`config.mk`:
```
export PLATFORM = sky130hd
export DESIGN_NAME = shell_command_lexer_unit_flat
export DESIGN_NICKNAME = d
export VERILOG_FILES = /design/src/rtl/core/scl_pkg.sv /design/src/rtl/core/scl_chan_if.sv /design/src/rtl/core/scl_front.sv /design/src/rtl/core/scl_queue.sv /design/src/rtl/core/scl_back.sv /design/src/rtl/core/shell_command_lexer_unit.sv /design/src/flat_wrapper.sv
export VERILOG_INCLUDE_DIRS = /design/src /design/src/rtl/core
export SDC_FILE = /design/constraint.sdc
export NUM_CORES = 1
export LEC_CHECK = 0
export BUFFER_PORTS_ARGS = -buffer_cell sky130_fd_sc_hd__buf_2
export CORE_MARGIN = 1.5
export CORE_UTILIZATION = 50
export CTS_BUF_LIST = sky130_fd_sc_hd__clkbuf_16
export DETAILED_ROUTE_END_ITERATION = 10
export PLACE_DENSITY = 0.67
export SYNTH_ARGS = -nofsm -noshare
export SYNTH_HDL_FRONTEND = slang
export SYNTH_SLANG_ARGS = --single-unit
```
`constraint.sdc`:
```
create_clock -name clk -period 4.4 [get_ports clk]
set_input_delay 0.88 -clock clk [delete_from_list [all_inputs] [get_ports clk]]
set_output_delay 0.88 -clock clk [all_outputs]
set_load 0.005 [all_outputs]
```
`src/rtl/core/assert_macros.svh`:
```
// Assertion macros shared by the lexer modules.
`ifndef ASSERT_MACROS_SVH
`define ASSERT_MACROS_SVH

// Same-cycle implication, checked on every clock edge outside reset.
`define SCL_ASSERT_IMP(lbl, ante, cons, msg) \
	lbl: assert property (@(posedge clk) disable iff (!arst_n) (ante) |-> (cons)) \
		else $error(msg);

// Next-cycle implication, checked on every clock edge outside reset.
`define SCL_ASSERT_NXT(lbl, ante, cons, msg) \
	lbl: assert property (@(posedge clk) disable iff (!arst_n) (ante) |=> (cons)) \
		else $error(msg);

`endif

```
`src/rtl/core/scl_pkg.sv`:
```
// Types, codes and character constants of the shell command lexer.
package scl_pkg;

	// Default depth of the queue between classifier and result sequencer
	localparam int SCL_QUEUE_DEPTH = 4;

	// Characters with a role in the grammar
	localparam logic [7:0] CH_GT    = 8'h3E;
	localparam logic [7:0] CH_LT    = 8'h3C;
	localparam logic [7:0] CH_BAR   = 8'h7C;
	localparam logic [7:0] CH_AMP   = 8'h26;
	localparam logic [7:0] CH_SEMI  = 8'h3B;
	localparam logic [7:0] CH_QUOTE = 8'h22;
	localparam logic [7:0] CH_NL    = 8'h0A;
	localparam logic [7:0] CH_TAB   = 8'h09;
	localparam logic [7:0] CH_SPACE = 8'h20;
	localparam logic [7:0] CH_LPAR  = 8'h28;
	localparam logic [7:0] CH_RPAR  = 8'h29;

	// Result kinds
	typedef enum logic [2:0] {
		KIND_BYTE   = 3'd0,
		KIND_TOKEND = 3'd1,
		KIND_LINE   = 3'd2,
		KIND_ERROR  = 3'd3,
		KIND_INEND  = 3'd4
	} kind_t;

	// Lexer modes
	typedef enum logic [2:0] {
		MODE_IDLE  = 3'd0,
		MODE_WORD  = 3'd1,
		MODE_GT    = 3'd2,
		MODE_AMP   = 3'd3,
		MODE_BAR   = 3'd4,
		MODE_QUOTE = 3'd5
	} mode_t;

	// Input transaction payload
	typedef struct packed {
		logic [7:0] char_in;
		logic       end_of_input;
	} in_item_t;

	// Result transaction payload
	typedef struct packed {
		kind_t      kind;
		logic [7:0] token_byte;
		logic       last;
	} out_item_t;

	// All results caused by one character, as queued between front and back
	typedef struct packed {
		logic [1:0]      cnt;
		kind_t [2:0]     kinds;
		logic [7:0]      tok_byte;
	} bundle_t;

	// Queue status seen by the front and back parts
	typedef struct packed {
		logic full;
		logic nonempty;
	} q_status_t;

endpackage

```
`src/rtl/core/scl_chan_if.sv`:
```
// Valid/ready channel interface with a typed payload.
interface scl_chan_if #(parameter type T = logic) ();
	logic valid;
	logic ready;
	T     data;

	modport source (output valid, output data, input ready);
	modport sink   (input valid, input data, output ready);
endinterface

```
`src/rtl/core/scl_front.sv`:
```
// Front part: accepts characters, tracks lexer mode, builds result bundles.
`include "assert_macros.svh"
module scl_front import scl_pkg::*; (
	input  logic       clk,
	input  logic       arst_n,
	scl_chan_if.sink   char_ch,
	input  q_status_t  q_stat,
	output logic       push,
	output bundle_t    push_data
);

	mode_t   mode_q;
	mode_t   mode_nxt;
	bundle_t bnd;
	logic    accept;
	logic    ch_word;
	logic    pre_end;
	logic    do_idle;
	logic [7:0] ch;
	logic    eoi;
	logic [7:0] dbl;
	logic [1:0] n;
	kind_t   k [3];

	assign ch  = char_ch.data.char_in;
	assign eoi = char_ch.data.end_of_input;

	assign char_ch.ready = !q_stat.full;
	assign accept        = char_ch.valid && char_ch.ready;

	// Word characters: anything but blanks, newline and operator characters
	assign ch_word = (ch != CH_NL) && (ch != CH_SPACE) && (ch != CH_TAB) &&
		(ch != CH_BAR) && (ch != CH_AMP) && (ch != CH_SEMI) && (ch != CH_LT) &&
		(ch != CH_GT) && (ch != CH_LPAR) && (ch != CH_RPAR);

	// Doubling character of the pending operator
	always_comb begin
		unique case (mode_q)
			MODE_GT:  dbl = CH_GT;
			MODE_AMP: dbl = CH_AMP;
			default:  dbl = CH_BAR;
		endcase
	end

	// Classification: results of this character and next mode
	always_comb begin
		mode_nxt = mode_q;
		pre_end  = 1'b0;
		do_idle  = 1'b0;
		n        = 2'd0;
		k[0]     = KIND_BYTE;
		k[1]     = KIND_BYTE;
		k[2]     = KIND_BYTE;

		unique case (mode_q)
			MODE_WORD: begin
				if (!eoi && ch_word) begin
					k[0] = KIND_BYTE;
					n    = 2'd1;
				end else begin
					pre_end = 1'b1;
					do_idle = 1'b1;
				end
			end
			MODE_GT, MODE_AMP, MODE_BAR: begin
				if (!eoi && ch == dbl) begin
					k[0]     = KIND_BYTE;
					k[1]     = KIND_TOKEND;
					n        = 2'd2;
					mode_nxt = MODE_IDLE;
				end else begin
					pre_end = 1'b1;
					do_idle = 1'b1;
				end
			end
			MODE_QUOTE: begin
				priority if (eoi) begin
					k[0]     = KIND_ERROR;
					k[1]     = KIND_INEND;
					n        = 2'd2;
					mode_nxt = MODE_IDLE;
				end else if (ch == CH_NL) begin
					k[0]     = KIND_ERROR;
					k[1]     = KIND_LINE;
					n        = 2'd2;
					mode_nxt = MODE_IDLE;
				end else if (ch == CH_QUOTE) begin
					k[0]     = KIND_TOKEND;
					n        = 2'd1;
					mode_nxt = MODE_IDLE;
				end else begin
					k[0] = KIND_BYTE;
					n    = 2'd1;
				end
			end
			default: begin
				do_idle = 1'b1;
			end
		endcase

		// Token end ahead of re-handling the character between tokens
		if (pre_end) begin
			k[0] = KIND_TOKEND;
			n    = 2'd1;
		end

		// Between-tokens handling appends after any token end
		if (do_idle) begin
			mode_nxt = MODE_IDLE;
			if (eoi) begin
				k[n] = KIND_INEND;
				n    = n + 2'd1;
			end else if (ch == CH_SPACE || ch == CH_TAB) begin
				mode_nxt = MODE_IDLE;
			end else if (ch == CH_NL) begin
				k[n] = KIND_LINE;
				n    = n + 2'd1;
			end else if (ch == CH_QUOTE) begin
				mode_nxt = MODE_QUOTE;
			end else if (ch == CH_GT || ch == CH_AMP || ch == CH_BAR) begin
				k[n] = KIND_BYTE;
				n    = n + 2'd1;
				mode_nxt = (ch == CH_GT) ? MODE_GT : (ch == CH_AMP) ? MODE_AMP : MODE_BAR;
			end else if (ch == CH_LT || ch == CH_LPAR || ch == CH_RPAR ||
					ch == CH_SEMI) begin
				k[n]     = KIND_BYTE;
				k[n + 2'd1] = KIND_TOKEND;
				n        = n + 2'd2;
			end else begin
				k[n]     = KIND_BYTE;
				n        = n + 2'd1;
				mode_nxt = MODE_WORD;
			end
		end

		bnd.cnt      = n;
		bnd.kinds[0] = k[0];
		bnd.kinds[1] = k[1];
		bnd.kinds[2] = k[2];
		bnd.tok_byte = ch;
	end

	// Silent characters push nothing
	assign push      = accept && (bnd.cnt != 2'd0);
	assign push_data = bnd;

	// Mode register
	always_ff @(posedge clk or negedge arst_n) begin
		if (!arst_n) begin
			mode_q <= MODE_IDLE;
		end else if (accept) begin
			mode_q <= mode_nxt;
		end
	end

	`SCL_ASSERT_NXT(a_eoi_idle, accept && eoi, mode_q == MODE_IDLE,
		"end of input did not return lexer to idle")
	`SCL_ASSERT_IMP(a_eoi_push, accept && eoi, push,
		"end of input produced no result")

endmodule

```
`src/rtl/core/scl_queue.sv`:
```
// Short queue of result bundles between the front and back parts.
`include "assert_macros.svh"
module scl_queue import scl_pkg::*; #(
	parameter int QueueDepth = SCL_QUEUE_DEPTH
) (
	input  logic      clk,
	input  logic      arst_n,
	input  logic      push,
	input  bundle_t   push_data,
	input  logic      pop,
	output bundle_t   pop_data,
	output q_status_t q_stat
);

	localparam int PW = (QueueDepth > 1) ? $clog2(QueueDepth) : 1;
	localparam int CW = $clog2(QueueDepth + 1);
	localparam logic [PW-1:0] LastPtr = PW'(QueueDepth - 1);
	localparam logic [CW-1:0] FullCnt = CW'(QueueDepth);

	bundle_t       mem_q [QueueDepth];
	logic [PW-1:0] wr_ptr_q;
	logic [PW-1:0] rd_ptr_q;
	logic [CW-1:0] cnt_q;

	assign q_stat.full     = (cnt_q == FullCnt);
	assign q_stat.nonempty = (cnt_q != '0);
	assign pop_data        = mem_q[rd_ptr_q];

	// Entry storage
	always_ff @(posedge clk) begin
		if (push) begin
			mem_q[wr_ptr_q] <= push_data;
		end
	end

	// Pointers and fill count
	always_ff @(posedge clk or negedge arst_n) begin
		if (!arst_n) begin
			wr_ptr_q <= '0;
			rd_ptr_q <= '0;
			cnt_q    <= '0;
		end else begin
			if (push) begin
				wr_ptr_q <= (wr_ptr_q == LastPtr) ? '0 : wr_ptr_q + 1'b1;
			end
			if (pop) begin
				rd_ptr_q <= (rd_ptr_q == LastPtr) ? '0 : rd_ptr_q + 1'b1;
			end
			if (push && !pop) begin
				cnt_q <= cnt_q + 1'b1;
			end else if (pop && !push) begin
				cnt_q <= cnt_q - 1'b1;
			end
		end
	end

	`SCL_ASSERT_IMP(a_no_overflow, push && !pop, !q_stat.full, "push into full queue")
	`SCL_ASSERT_IMP(a_no_underflow, pop, q_stat.nonempty, "pop from empty queue")

endmodule

```
`src/rtl/core/scl_back.sv`:
```
// Back part: issues the results of each bundle one transaction at a time.
`include "assert_macros.svh"
module scl_back import scl_pkg::*; (
	input  logic      clk,
	input  logic      arst_n,
	input  q_status_t q_stat,
	input  bundle_t   pop_data,
	output logic      pop,
	scl_chan_if.source res_ch
);

	logic       cur_valid_q;
	bundle_t    cur_q;
	logic [1:0] idx_q;
	logic       is_last;
	logic       take;
	kind_t      cur_kind;

	assign cur_kind = cur_q.kinds[idx_q];
	assign is_last  = (idx_q == cur_q.cnt - 2'd1);

	// Load a new bundle when empty or when the last result leaves
	assign take = !cur_valid_q || (res_ch.ready && is_last);
	assign pop  = take && q_stat.nonempty;

	// Result output
	assign res_ch.valid           = cur_valid_q;
	assign res_ch.data.kind       = cur_kind;
	assign res_ch.data.token_byte = (cur_kind == KIND_BYTE) ? cur_q.tok_byte : 8'h00;
	assign res_ch.data.last       = is_last;

	// Current bundle and result index
	always_ff @(posedge clk or negedge arst_n) begin
		if (!arst_n) begin
			cur_valid_q <= 1'b0;
			idx_q       <= 2'd0;
		end else if (take) begin
			cur_valid_q <= q_stat.nonempty;
			idx_q       <= 2'd0;
		end else if (res_ch.ready) begin
			idx_q <= idx_q + 2'd1;
		end
	end

	always_ff @(posedge clk) begin
		if (pop) begin
			cur_q <= pop_data;
		end
	end

	`SCL_ASSERT_IMP(a_cnt_nonzero, cur_valid_q, cur_q.cnt != 2'd0, "empty bundle issued")
	`SCL_ASSERT_NXT(a_stall_idx, res_ch.valid && !res_ch.ready, $stable(idx_q),
		"result index moved under stall")

endmodule

```
`src/rtl/core/shell_command_lexer_unit.sv`:
```
// Top level of the streaming shell command lexer.
//
//  channel  | dir | payload                         | accepted when
//  char_ch  | in  | char_in[7:0], end_of_input      | valid && ready
//  res_ch   | out | kind[2:0], token_byte[7:0], last| valid && ready
//
// One character is taken per cycle while the bundle queue has room.
// Each character yields zero to three results, issued one per cycle
// by the back part while the result side is ready.
// Front to first result: queue write, then bundle register.
// Reset clears lexer mode, queue pointers and the output valid.
// A stalled result side fills the queue; then char_ch.ready drops.
module shell_command_lexer_unit import scl_pkg::*; #(
	parameter int QueueDepth = SCL_QUEUE_DEPTH
) (
	input  logic       clk,
	input  logic       arst_n,
	scl_chan_if.sink   char_ch,
	scl_chan_if.source res_ch
);

	q_status_t q_stat;
	logic      push;
	logic      pop;
	bundle_t   push_data;
	bundle_t   pop_data;

	// Classifier
	scl_front u_front (
		.clk       (clk),
		.arst_n    (arst_n),
		.char_ch   (char_ch),
		.q_stat    (q_stat),
		.push      (push),
		.push_data (push_data)
	);

	// Bundle queue
	scl_queue #(.QueueDepth(QueueDepth)) u_queue (
		.clk       (clk),
		.arst_n    (arst_n),
		.push      (push),
		.push_data (push_data),
		.pop       (pop),
		.pop_data  (pop_data),
		.q_stat    (q_stat)
	);

	// Result sequencer
	scl_back u_back (
		.clk      (clk),
		.arst_n   (arst_n),
		.q_stat   (q_stat),
		.pop_data (pop_data),
		.pop      (pop),
		.res_ch   (res_ch)
	);

endmodule

```
`src/flat_wrapper.sv`:
```
// flat-port wrapper written by rule: the top's interface ports become plain ports
module shell_command_lexer_unit_flat import scl_pkg::*;
#(
	parameter int QueueDepth = SCL_QUEUE_DEPTH
)
  (clk, arst_n, char_ch_valid, char_ch_data, char_ch_ready, res_ch_valid, res_ch_data, res_ch_ready);
  scl_chan_if #(.T(in_item_t)) char_ch_i ();
  scl_chan_if #(.T(out_item_t)) res_ch_i ();
  input  logic clk;
  input  logic arst_n;
  input wire logic [$bits(char_ch_i.valid)-1:0] char_ch_valid;
  input wire logic [$bits(char_ch_i.data)-1:0] char_ch_data;
  output wire logic [$bits(char_ch_i.ready)-1:0] char_ch_ready;
  output wire logic [$bits(res_ch_i.valid)-1:0] res_ch_valid;
  output wire logic [$bits(res_ch_i.data)-1:0] res_ch_data;
  input wire logic [$bits(res_ch_i.ready)-1:0] res_ch_ready;
  assign char_ch_i.valid = char_ch_valid;
  assign char_ch_i.data = char_ch_data;
  assign char_ch_ready = char_ch_i.ready;
  assign res_ch_valid = res_ch_i.valid;
  assign res_ch_data = res_ch_i.data;
  assign res_ch_i.ready = res_ch_ready;
  shell_command_lexer_unit #(.QueueDepth(QueueDepth)) u_core (.clk(clk), .arst_n(arst_n), .char_ch(char_ch_i), .res_ch(res_ch_i));
endmodule
```
Yosys cells after proc, flatten, opt, wreduce, memory -nomap -nowiden
Memory sizes are Yosys's and may differ from the RTL's. A register that Yosys moved wholly into a read port is not among the register bits.
Index checks and enable logic that the tools add are counted.
Operators by class
  add/sub/neg operators: 8
  $lt $le $gt $ge: 5
  equality and inequality tests: 33
  muxes and demuxes: 62
  bitwise operators: 13
  reductions and logical operators: 39
Operators with widths (count)
  $eq A8 B6 Y1 const B: 8
  $mux W9: 7
  $mux W3: 19
  $ne A8 B6 Y1 const B: 7
  $mux W2: 16
  $logic_and A1 B1 Y1: 19
  $and A6 B6 Y6: 3
  $not A6 Y6: 3
  $pmux W3 S2: 3
  $eq A8 B4 Y1 const B: 2
  $ne A8 B4 Y1 const B: 2
  $pmux W7 S2: 1
  $demux W3 S2: 2
  $and A9 B9 Y9: 1
  $eq A3 B3 Y1 const B: 3
  $not A9 Y9: 1
  $or A3 B3 Y3: 3
  $add A2 B1 Y2 const B: 4
  $eq A8 B7 Y1 const B: 1
  $eq A8 B8 Y1: 1
  $mux W1: 8
  $mux W8: 1
  $ne A8 B7 Y1 const B: 1
  $logic_or A1 B1 Y1: 7
  other kinds (25): 37
Storage, ports and cells
  flip-flop bits (word level): 13
  bits in writable memories: 76
  input bits: 13
  memories: 1
Memory list
  u_core.u_queue.mem_q: words 4, bits a word 19, rd ports 1, clocked after Yosys merged registers in 1, write ports 1, RTL line scl_queue.sv:20  | bundle_t mem_q [QueueDepth];

Depth between registers and ports, before layout
  word-level depth: 29
  depth in mapped cells: 16

By module
From an unflattened synthesis, not the netlist that was laid out.
Unflattened totals
  cell total of the unflattened synthesis: 312
  area total of the unflattened synthesis: 5102.4 µm²
By module, submodules not included
  scl_queue: times used 1, cells each 136, area each 3160.5 µm²
  scl_back: times used 1, cells each 57, area each 1059.8 µm²
  scl_front: times used 1, cells each 119, area each 882.1 µm²

Worst setup path before layout
OpenSTA, ideal clock, no wires.
  path kind: in2reg
  from: input port char_ch_data[1]
  to: register u_core.u_queue.cnt_q[1]
  setup time: 0.125 ns
  arrival time: 4.124 ns
  data required time: 4.275 ns
  path slack: 0.151 ns
  stages: 14
  path buffers: 1
  cell sequence: buf_2 -> nand3b_1 -> or3_1 -> or3_1 -> or2_2 -> a2bb2oi_1 -> ha_1 -> a31o_2 -> nor2b_1 -> a31oi_2 -> ha_1 -> inv_1 -> fa_1 -> mux2_2
Between the ends
  cells in the longest elaborated chain, start to end: 27
  elaborated cells between the ends (all ways): 65
  classes of those cells: 2 x add/sub; 22 x eq/ne; 18 x mux; 23 x reduce/logical
Ends and longest elaborated chain
  start: declaration: RTL line flat_wrapper.sv:12  | input wire logic [$bits(char_ch_i.data)-1:0] char_ch_data;
  $ne A8 B4 Y1 / $ne A8 B6 Y1 (equally long branches): RTL line scl_front.sv:32  | assign ch_word = (ch != CH_NL) && (ch != CH_SPACE) && (ch != CH_TAB) &&
  $logic_and A1 B1 Y1 (3 in series): RTL line scl_front.sv:32
  $logic_and A1 B1 Y1 (4 in series): RTL line scl_front.sv:33  | (ch != CH_BAR) && (ch != CH_AMP) && (ch != CH_SEMI) && (ch != CH_LT) &&
  $logic_and A1 B1 Y1 (2 in series): RTL line scl_front.sv:34  | (ch != CH_GT) && (ch != CH_LPAR) && (ch != CH_RPAR);
  $logic_and A1 B1 Y1: RTL line scl_front.sv:57  | if (!eoi && ch_word) begin
  $mux W1: RTL line scl_front.sv:57
  $pmux W2 S3 / $pmux W1 S2 (equally long branches): RTL line scl_front.sv:55  | unique case (mode_q)
  $mux W2: RTL line scl_front.sv:102  | if (pre_end) begin
  [... 6 more ...]
  $mux W2: RTL line scl_front.sv:110  | if (eoi) begin
  $mux W2 (*): RTL line scl_front.sv:108  | if (do_idle) begin
  $reduce_bool A2 Y1 (*): RTL line scl_front.sv:144  | assign push = accept && (bnd.cnt != 2'd0);
  $logic_and A1 B1 Y1 (*): RTL line scl_front.sv:144
  named net u_core.push: RTL line shell_command_lexer_unit.sv:23  | logic push;
  $logic_not A1 Y1: RTL line scl_queue.sv:51  | end else if (pop && !push) begin
  $logic_and A1 B1 Y1: RTL line scl_queue.sv:51
  $reduce_bool A2 Y1 (no line)
  end signal: assignment: RTL line scl_queue.sv:50  | cnt_q <= cnt_q + 1'b1;
  end signal: assignment: RTL line scl_queue.sv:52  | cnt_q <= cnt_q - 1'b1;
  end: declaration: RTL line scl_queue.sv:23  | logic [CW-1:0] cnt_q;
Mark *: on every way through the listed nets, which the timed path passes. The rest lies on a longest branch.
A chain may end at the register's enable or synchronous reset.

Worst setup path in the final report
Same ends and word-level chain as after synthesis.

==> qor.yml <==
status: "completed"
wl_um: 9150
seqCellArea_mm2: 0.00318
skew_ps: 7.21
synth_cell_types: 71
globalplace.congestion: 0.866
cts_resized: 0
synth_top_area_share_pct: 56.4
critPathCaptureType: "flop"
port_buffers: 26
area_delta_synth_final_pct: 13.7
ys_ff_latch: 108
diodes: 0
synth.yosys.seq_area_share_pct: 62.8
rr_startpoint: "u_core.u_front.mode_q[2]"
die_h_um: 104
finalSetupTns_ps: 0
maxCapViolations: 0
ant_nets: 0
row_count: 36
hpwl_um: 6390
slew_viol_final: 0
p_leak_uw: 0.00206
yosys_warnings: 0
cts.htree.levels: 3
hold_path.class: "primary input to async pin"
drc: 0
period_share_pct: 91.0
fmax_ghz: 0.250
die-area_mm2: 0.0107
worstPathMaxFanout: 5
grt_pass1_vias: 2894
drive_gt1_share_pct: 27.2
synth_top_flop_cell: "edfxtp_1"
synth_edf_count: 95
drtPass1Iterations: 4
yosysMostFrequentCell: "edfxtp_1"
hold_viol_final: 0
ir_drop_v: 0.000327
drt_iter0_markers: 181
syn-num-nets: 358
grt_max_degree: 23
clkLatencyLatePin_ps: 330
setup.worst_path.class: "primary input to flop"
post_cts_buffers: 0
path_clk_slew_ps: 70
synth_area_mm2: 0.00506
grtUsageTotal_pct: 17.9
synth.largest_area_cell: "edfxtp_1"
maxSlewHeadroom_pct: 34.3
crit_required_ps: 4620
whs_ps: 445
grt_overflow: 0
clock_path_buffers: 2
antenna_found_initial: 0
via_count: 2919
wl_per_cell_um: 17.8
crit_start: "char_ch_data[1]"
final_nets: 400
nFillCells: 796
power.density_mw_per_mm2: 597
avgViaCountPerCell: 5.67
grt_pass1_wl_um: 15000
synth_common_cells: "edfxtp_1, mux4_2, nand2_1"
synth_cells: 335
die_w_um: 104
rsz0062_at_grt: "no"
cts_buffers: 9
worstPathArrival_ps: 4230
initial_core_util_pct: 51.6
worst_pin_slew_ps: 985
final-setup-viol-count: 0
cts_root_buf: "clkbuf_16"
numClockSinks: 108
fin_area_mm2: 0.00576
core_area_mm2: 0.00982
startpoint_type: "primary input"
multiInputGateArea_mm2: 0.00177
io_pins: 27
place_area_mm2: 0.00544
setup_ws_ps: 397
min_period_ps: 4000
synth_area_per_cell_um2: 15.1
ys_async_sr_fraction_pct: 12.0
cts_hold_buffers: 0
ys_top_cells_by_area: "edfxtp_1, mux4_2, dfrtp_1, ha_1, and2_1"
pre_cts_slack_ps: 47.0
cts_tree: "yes"
final_util_pct: 58.6
[area by class of cell]
class	instances	share of cell area, %
clock buffers	9	3.91
clock inverters	7	1.57
inverters	13	0.848
multi-input cells	199	30.7
flip-flops and latches	108	55.2
well taps	133	2.89
repair buffers	46	4.87
[per-stage QoR]
stage | power (uW) | cells
after floorplan | 2330 | 335
after global placement | 2610 | 499
after detailed placement | 2660 | 499
after CTS | 3480 | 515
after global routing | 3630 | 515
final | 3430 | 515
[power by group]
group / switching, uW / internal [uW] / leakage (uW) / total (uW)
Clock: 364 / 457 / 0.000156 / 821
Combinational: 527 / 488 / 0.000878 / 1010
Sequential: 153 / 1450 / 0.00103 / 1600
[sequential cells by signal (all words and copies together), names as in the netlist]
| register | flops |
|---|---|
| u_core.u_back.cur_q | 19 |
| u_core.u_queue.rd_ptr_q | 2 |
| u_core.u_front.mode_q | 3 |
| u_core.u_queue.mem_q | 76 |
| u_core.u_queue.wr_ptr_q | 2 |
| u_core.u_queue.cnt_q | 3 |
| u_core.u_back.res_ch.valid | 1 |
| u_core.u_back.idx_q | 2 |
[logic make-up after synthesis]
logic type / synth area share, %
AO/OA/AOI/OAI: 6.95
XOR/XNOR: 1.21
adder cells (fa/ha/maj): 2.62
buffers and inverters: 2.40
flip-flops: 62.8
multiplexers: 10.5
AND/OR/NAND/NOR: 13.5
[critical path, cell delays in order]
cell	delay [ps]
buf_2	110
nand3b_1	160
or3_1	330
or3_1	400
or2_2	300
a2bb2oi_1	170
ha_1	290
a31o_2	230
nor2b_1	220
a31oi_2	160
ha_1	230
inv_1	70
fa_1	400
mux2_2	260
[layout by cell type, fill, tap and decap left out, types with 4 or more instances in the layout]
cell type and n:
edfxtp_1 95, buf_2 26, buf_4 20, mux4_2 19, nand2_1 18, and2_1 16, inv_1 13, nor2_1 13
dfrtp_1 13, ha_1 9, clkbuf_16 9, nor3_1 8, o21ai_0 8, nor2b_1 7, mux2i_1 6, nand2b_1 5
a21oi_1 5, xor2_1 4, nand3_1 4, nand4_1 4, mux2_2 4
[path summary, 6_finish.rpt]
| kind | end | cells past startpoint | slack, ps |
|---|---|---|---|
| max reg2reg | u_core.u_queue.cnt_q[1] | 13 | 500 |
| max in group asynchronous | u_core.u_front.mode_q[2] | 1 | 3690 |
| max | u_core.u_queue.cnt_q[1] | 14 | 400 |
| min in group clk | u_core.u_queue.cnt_q[2] | 1 | 500 |
| min reg2reg | u_core.u_queue.cnt_q[2] | 1 | 500 |
| min | u_core.u_back.idx_q[0] | 1 | 450 |
[layer usage]
| layer | track usage (%) | vias up | part of all wire (%) |
|---|---|---|---|
| met1 | 25.1 | 1457 | 46 |
| met2 | 29.1 | 63 | 49 |
| met3 | 3.27 | 9 | 3.4 |
| met4 | 4.96 | 0 | 1.1 |
| met5 | 0 | - | 0 |
| li1 | - | 1390 | - |
Note: power is estimated with default switching activity, not from simulation.
